$ cat src/design/c8ie_pkg.sv
// Shared types, constants and tables for the CHIP-8 instruction executor.
// No dependencies; imported by c8ie_ctrl, c8ie_dpath and the top level.
`timescale 1ns / 1ps
package c8ie_pkg;

    localparam int MEM_BYTES     = 4096;
    localparam int MEM_AW        = $clog2(MEM_BYTES);
    localparam int PC_W          = 12;
    localparam logic [PC_W-1:0] PROGRAM_START = 12'h200;
    localparam int FONT_BASE     = 384;
    localparam int FONT_BYTES    = 80;
    localparam int STACK_DEPTH   = 16;
    localparam int SP_W          = $clog2(STACK_DEPTH + 1);
    localparam int STK_AW        = (STACK_DEPTH > 1) ? $clog2(STACK_DEPTH) : 1;
    localparam int SCREEN_W      = 64;
    localparam int SCREEN_H      = 32;
    localparam int FRAME_BYTES   = (SCREEN_W * SCREEN_H) / 8;
    localparam int FRAME_AW      = $clog2(FRAME_BYTES);
    localparam int NREGS         = 16;

    // instruction fields
    localparam logic [3:0]  NIB_SYS  = 4'h0;
    localparam logic [3:0]  NIB_JP   = 4'h1;
    localparam logic [3:0]  NIB_CALL = 4'h2;
    localparam logic [3:0]  NIB_SE   = 4'h3;
    localparam logic [3:0]  NIB_LD   = 4'h6;
    localparam logic [3:0]  NIB_ADD  = 4'h7;
    localparam logic [3:0]  NIB_LDI  = 4'hA;
    localparam logic [3:0]  NIB_RND  = 4'hC;
    localparam logic [3:0]  NIB_DRW  = 4'hD;
    localparam logic [3:0]  NIB_MISC = 4'hF;
    localparam logic [15:0] OP_RET   = 16'h00EE;
    localparam logic [7:0]  KK_GETDT = 8'h07;
    localparam logic [7:0]  KK_SETDT = 8'h15;
    localparam logic [7:0]  KK_FONT  = 8'h29;
    localparam logic [7:0]  KK_BCD   = 8'h33;
    localparam logic [7:0]  KK_LOAD  = 8'h65;
    localparam logic [3:0]  VF_IDX   = 4'hF;

    typedef enum logic [1:0] {
        ITEM_WRITE = 2'd0,
        ITEM_EXEC  = 2'd1,
        ITEM_TICK  = 2'd2,
        ITEM_READ  = 2'd3
    } t_item;

    typedef enum logic [2:0] {
        ST_OK      = 3'd0,
        ST_NOP     = 3'd1,
        ST_UNDER   = 3'd2,
        ST_OVER    = 3'd3,
        ST_UNKNOWN = 3'd4,
        ST_HALTED  = 3'd5
    } t_status;

    typedef enum logic [3:0] {
        IC_RET, IC_NOP, IC_JP, IC_CALL, IC_SE, IC_LD, IC_ADD, IC_LDI,
        IC_RND, IC_DRW, IC_GETDT, IC_SETDT, IC_FONT, IC_BCD, IC_LOAD, IC_BAD
    } t_iclass;

    typedef struct packed {
        logic              take;
        logic              clr_wr;
        logic              host_wr;
        logic              tick;
        logic              fb_rd;
        logic              fb_cap;
        logic              fetch_hi;
        logic              fetch_lo;
        logic              latch_lo;
        logic              exec;
        logic              latch_y;
        logic              row_rd;
        logic              row_line;
        logic              row_wa;
        logic              row_wb;
        logic              bcd_wr;
        logic              ld_rd;
        logic              ld_wr;
        logic              res_load;
        logic [MEM_AW-1:0] step;
    } t_cmd;

    typedef struct packed {
        t_iclass    iclass;
        logic [3:0] x;
        logic [3:0] n;
        logic       ld_stop;
        logic       halted;
    } t_stat;

    localparam logic [7:0] FONT_ROM [FONT_BYTES] = '{
        8'hF0, 8'h90, 8'h90, 8'h90, 8'hF0, 8'h20, 8'h60, 8'h20, 8'h20, 8'h70,
        8'hF0, 8'h10, 8'hF0, 8'h80, 8'hF0, 8'hF0, 8'h10, 8'hF0, 8'h10, 8'hF0,
        8'h90, 8'h90, 8'hF0, 8'h10, 8'h10, 8'hF0, 8'h80, 8'hF0, 8'h10, 8'hF0,
        8'hF0, 8'h80, 8'hF0, 8'h90, 8'hF0, 8'hF0, 8'h10, 8'h20, 8'h40, 8'h40,
        8'hF0, 8'h90, 8'hF0, 8'h90, 8'hF0, 8'hF0, 8'h90, 8'hF0, 8'h10, 8'hF0,
        8'hF0, 8'h90, 8'hF0, 8'h90, 8'h90, 8'hE0, 8'h90, 8'hE0, 8'h90, 8'hE0,
        8'hF0, 8'h80, 8'h80, 8'h80, 8'hF0, 8'hE0, 8'h80, 8'h80, 8'h80, 8'hE0,
        8'hF0, 8'h80, 8'hF0, 8'h80, 8'hF0, 8'hF0, 8'h80, 8'hF0, 8'h80, 8'h80
    };

endpackage

$ cat src/design/c8ie_ctrl.sv
// Sequencer for the CHIP-8 executor: clearing pass, item dispatch, multi-cycle ops.
// Depends on c8ie_pkg; drives c8ie_dpath through t_cmd and reads t_stat.
`timescale 1ns / 1ps
module c8ie_ctrl (
    input  logic             i_clk,
    input  logic             i_rst_n,
    input  logic             i_in_valid,
    output logic             o_in_ready,
    input  logic [1:0]       i_opcode,
    output logic             o_out_valid,
    input  logic             i_out_ready,
    output c8ie_pkg::t_cmd   o_cmd,
    input  c8ie_pkg::t_stat  i_stat
);
    import c8ie_pkg::*;

    typedef enum logic [18:0] {
        S_CLEAR    = 19'h00001,
        S_IDLE     = 19'h00002,
        S_HOSTWR   = 19'h00004,
        S_TICK     = 19'h00008,
        S_FBRD     = 19'h00010,
        S_FBCAP    = 19'h00020,
        S_FETCH_HI = 19'h00040,
        S_FETCH_LO = 19'h00080,
        S_DECODE   = 19'h00100,
        S_DISPATCH = 19'h00200,
        S_DRW_Y    = 19'h00400,
        S_ROW_RD   = 19'h00800,
        S_ROW_A    = 19'h01000,
        S_ROW_WA   = 19'h02000,
        S_ROW_WB   = 19'h04000,
        S_BCD      = 19'h08000,
        S_LD_RD    = 19'h10000,
        S_LD_WR    = 19'h20000,
        S_FINISH   = 19'h40000
    } t_state;

    localparam logic [MEM_AW-1:0] LAST_ADDR = MEM_AW'(MEM_BYTES - 1);

    t_state            r_state, n_state;
    logic [MEM_AW-1:0] r_step, n_step;
    logic              r_out_valid, n_out_valid;

    always_comb begin
        n_state     = r_state;
        n_step      = r_step;
        n_out_valid = r_out_valid && !i_out_ready;
        o_cmd       = '0;
        o_cmd.step  = r_step;
        o_in_ready  = 1'b0;
        case (r_state)
            S_CLEAR: begin
                o_cmd.clr_wr = 1'b1;
                n_step       = r_step + 1'b1;
                if (r_step == LAST_ADDR) begin
                    n_state = S_IDLE;
                    n_step  = '0;
                end
            end
            S_IDLE: begin
                o_in_ready = 1'b1;
                if (i_in_valid) begin
                    o_cmd.take = 1'b1;
                    n_step     = '0;
                    case (i_opcode)
                        ITEM_WRITE: n_state = S_HOSTWR;
                        ITEM_TICK:  n_state = S_TICK;
                        ITEM_READ:  n_state = S_FBRD;
                        default:    n_state = i_stat.halted ? S_FINISH : S_FETCH_HI;
                    endcase
                end
            end
            S_HOSTWR: begin
                o_cmd.host_wr = 1'b1;
                n_state       = S_FINISH;
            end
            S_TICK: begin
                o_cmd.tick = 1'b1;
                n_state    = S_FINISH;
            end
            S_FBRD: begin
                o_cmd.fb_rd = 1'b1;
                n_state     = S_FBCAP;
            end
            S_FBCAP: begin
                o_cmd.fb_cap = 1'b1;
                n_state      = S_FINISH;
            end
            S_FETCH_HI: begin
                o_cmd.fetch_hi = 1'b1;
                n_state        = S_FETCH_LO;
            end
            S_FETCH_LO: begin
                o_cmd.fetch_lo = 1'b1;
                n_state        = S_DECODE;
            end
            S_DECODE: begin
                o_cmd.latch_lo = 1'b1;
                n_state        = S_DISPATCH;
            end
            S_DISPATCH: begin
                o_cmd.exec = 1'b1;
                case (i_stat.iclass)
                    IC_DRW:  n_state = S_DRW_Y;
                    IC_BCD:  n_state = S_BCD;
                    IC_LOAD: n_state = S_LD_RD;
                    default: n_state = S_FINISH;
                endcase
            end
            S_DRW_Y: begin
                o_cmd.latch_y = 1'b1;
                n_state       = (i_stat.n == 4'd0) ? S_FINISH : S_ROW_RD;
            end
            S_ROW_RD: begin
                o_cmd.row_rd = 1'b1;
                n_state      = S_ROW_A;
            end
            S_ROW_A: begin
                o_cmd.row_line = 1'b1;
                n_state        = S_ROW_WA;
            end
            S_ROW_WA: begin
                o_cmd.row_wa = 1'b1;
                n_state      = S_ROW_WB;
            end
            S_ROW_WB: begin
                o_cmd.row_wb = 1'b1;
                n_step       = r_step + 1'b1;
                n_state      = (4'(r_step[3:0] + 4'd1) == i_stat.n) ? S_FINISH : S_ROW_RD;
            end
            S_BCD: begin
                o_cmd.bcd_wr = 1'b1;
                n_step       = r_step + 1'b1;
                if (r_step[1:0] == 2'd2) begin
                    n_state = S_FINISH;
                end
            end
            S_LD_RD: begin
                if (i_stat.ld_stop) begin
                    n_state = S_FINISH;
                end else begin
                    o_cmd.ld_rd = 1'b1;
                    n_state     = S_LD_WR;
                end
            end
            S_LD_WR: begin
                o_cmd.ld_wr = 1'b1;
                if (r_step[3:0] == i_stat.x) begin
                    n_state = S_FINISH;
                end else begin
                    n_step  = r_step + 1'b1;
                    n_state = S_LD_RD;
                end
            end
            S_FINISH: begin
                if (!r_out_valid || i_out_ready) begin
                    o_cmd.res_load = 1'b1;
                    n_out_valid    = 1'b1;
                    n_state        = S_IDLE;
                end
            end
            default: n_state = S_IDLE;
        endcase
    end

    always_ff @(posedge i_clk) begin
        if (!i_rst_n) begin
            r_state     <= S_CLEAR;
            r_step      <= '0;
            r_out_valid <= 1'b0;
        end else begin
            r_state     <= n_state;
            r_step      <= n_step;
            r_out_valid <= n_out_valid;
        end
    end

    assign o_out_valid = r_out_valid;

endmodule

$ cat config.mk
export PLATFORM = sky130hd
export DESIGN_NAME = c8ie_ctrl
export DESIGN_NICKNAME = d
export VERILOG_FILES = /design/src/design/c8ie_pkg.sv /design/src/design/c8ie_ctrl.sv
export SDC_FILE = /design/constraint.sdc
export NUM_CORES = 1
export LEC_CHECK = 0
export BUFFER_PORTS_ARGS = -buffer_cell sky130_fd_sc_hd__buf_4
export CORE_ASPECT_RATIO = 1.4
export CORE_UTILIZATION = 45
export CTS_CLUSTER_SIZE = 24
export DETAILED_ROUTE_END_ITERATION = 10
export PLACE_DENSITY = 0.75
export SYNTH_ARGS = -nofsm -noshare
export SYNTH_HDL_FRONTEND = slang
export SYNTH_SLANG_ARGS = --single-unit
$ cat constraint.sdc
create_clock -name i_clk -period 3.05 [get_ports i_clk]
set_input_delay 0.1525 -clock i_clk [delete_from_list [all_inputs] [get_ports i_clk]]
set_output_delay 0.1525 -clock i_clk [all_outputs]
set_load 0.01 [all_outputs]
==> qor.csv <==
metric,value,unit
status,"finished, final reports clean",
power_frac_comb,0.261,
drcViolationCount,0,
clockPowerShare,0.325,
finalPower,1.07,mW
synthArstFlopShare,0,
slew_headroom,0.448,
hold_depth,2,
setup_violations,0,
p_switching,0.307,mW
place_ws,0.372,ns
final_max_slew_viol_count,0,
final_hold_viol_count,0,
synth-edff-count,0,
rrSetupSlack,0.33,ns
tns,0,ns
grt_start_max_net_pins,16,
crit_required,3.26,ns
die_x,59.0,µm
cts_resized,0,
ir_drop,0.303,mV
dieArea,4820,µm²
hold_end,r_state[6],
r2r-start,r_state[1],
rows,28,
clk_pin_slew_worst_paths,0.07,ns
dr.pass1.iters,4,
nFillCells,421,
pwr_density_cell,407,nW/µm²
grt_pass1_vias,1994,
cts_tree,done,
synth_top_flop_cell,dfxtp_1,
end_kind,flip-flop,
yosysMostFrequentCell,dfxtp_1,
avgRoutedWirePerCell,15.0,µm
track_usage,0.242,
overflow,0,
first_iter_violations,88,
port-buffer-count,52,
viasPerCell,5.77,
arrival,2.93,ns
synth.area.top_cells,"dfxtp_1 (31%), xnor2_1 (4.3%), nor2_1 (4.0%)",
grt_first_pass_wirelength,8780,µm
synth_common_cells,"dfxtp_1 (32), nor2_1 (22), nor3_1 (13), nand2_1 (12)",
p_seq_frac,0.414,
dp_hpwl,4340,µm
antenna_found_initial,0,
crit_fanout,7,
rr_endpoint,r_step[7],
ys_types,47,
synth_top_area_cell,dfxtp_1,
cts_sinks,32,
min-delay-start,i_stat[0],
synth_top_area_share,0.314,
cts_setup_buffers,0,
maxCapViolations,0,
diodes,0,
fin_crit_sh,0.892,
dp_cells,360,
htreeDepth,2,
layout.nets,329,
io_pins,53,
seq_area_frac_synth,0.314,
timing.final.ws_setup,0.328,ns
core-area,4270,µm²
drtAntennaViolNets,0,
gp_congestion,0.893,
cts_buffer_depth,2,
syn_nets,269,
numCtsBuffers,5,
syn2layout_area_growth,28.4,%
syn_inst,247,
crit_type,reg2reg,
dieHeight,81.7,µm
fin_util,0.614,
rsz0062_at_grt,no,
reg2reg_depth,7,
finalNonFillerCells,367,
tightest_slew,0.821,ns
synth_seq_cells,32,
drt_wl_total,5510,µm
startpoint_type,flip-flop,
switching_share,0.288,
final.setup_skew,0.00701,ns
syn_area,2040,µm²
ctsHoldBuffers,0,
yosys_warnings,0,
final_layout_size_suffix_gt1_frac,0.264,
clock-root-buffer,clkbuf_8,
total_leakage_power,1.05,nW
syn_avg_cell_area,8.27,µm²
vias,2119,
p_int,0.761,mW
hp-class,in2reg,
start_util,0.478,
period_minus_slack,2.72,ns
fmax,367,MHz
clkLatencyLatePin,0.28,ns
## worst max-delay path, cell delays in order (launching register included)
cell     delay [ns]
dfxtp_1        0.36
nor4_4         0.46
nand4_2        0.20
or3_1          0.52
a31oi_1        0.40
nand2_4        0.12
or4_1          0.41
a21oi_1        0.16
## layer usage
metal  up-vias  part of all wire  routed length [µm]  track usage
li1       1037                 -                   -            -
met1       994              0.40                2200        0.259
met2        74              0.51                2820        0.444
met3        14             0.056                 308       0.0504
met4         0             0.032                 177        0.112
met5         -                 0                   0            0
## power by group through the flow
| stage | sequential (mW) | combinational, mW | clock (mW) |
|---|---|---|---|
| after floorplan | 0.464 | 0.158 | 0 |
| after global placement | 0.450 | 0.273 | 0 |
| after detailed placement | 0.451 | 0.276 | 0 |
| after CTS | 0.442 | 0.278 | 0.354 |
| after global routing | 0.444 | 0.303 | 0.368 |
| final | 0.442 | 0.279 | 0.347 |
## cells by family after synthesis
family / Yosys count / share of synthesized area
buffers and inverters: 16 / 0.0331
flip-flops: 32 / 0.314
adder cells (fa/ha/maj): 2 / 0.0122
AND/OR/NAND/NOR: 137 / 0.425
AO/OA/AOI/OAI: 43 / 0.143
XOR/XNOR: 17 / 0.0729
## per-stage QoR
step	area [µm²]	hold WS (ns)
2_1_floorplan	2040	0.226
3_3_place_gp	2530	0.329
3_5_place_dp	2530	0.332
4_1_cts	2620	0.0303
5_1_grt	2620	0.0491
6_report	2620	0.0337
## cell usage in the layout, fill, tap and decap left out, drive strengths merged, types with 11 or more instances in the layout
cell    n
nor3   13
nor2   22
a21oi  11
nor4   14
buf    58
and2   11
inv    11
dfxtp  32
nand2  13
## area by class of cell
| class | count | area (µm²) | area share |
|---|---|---|---|
| clock buffer | 7 | 96.3 | 0.0367 |
| inverter | 11 | 41.3 | 0.0157 |
| multi-input combinational | 199 | 1340 | 0.509 |
| sequential | 32 | 641 | 0.244 |
| tap | 60 | 75.1 | 0.0286 |
| timing repair buffer | 58 | 435 | 0.166 |
## registers in the layout, summed over array words and instances, names as in the netlist
| register | count |
|---|---|
| o_out_valid | 1 |
| r_step | 12 |
| r_state | 19 |
## how the worst max path moves through the flow
stage	startpoint	endpoint	cells past startpoint
CTS	r_state[1]	r_step[7]	7
detailed placement	r_state[1]	r_step[9]	7
global placement	r_state[0]	r_step[7]	7
floorplan	r_state[4]	r_step[7]	8
global route	r_state[1]	r_step[9]	7
finish	r_state[1]	r_step[7]	7
Power figures use the tool's default switching activity.
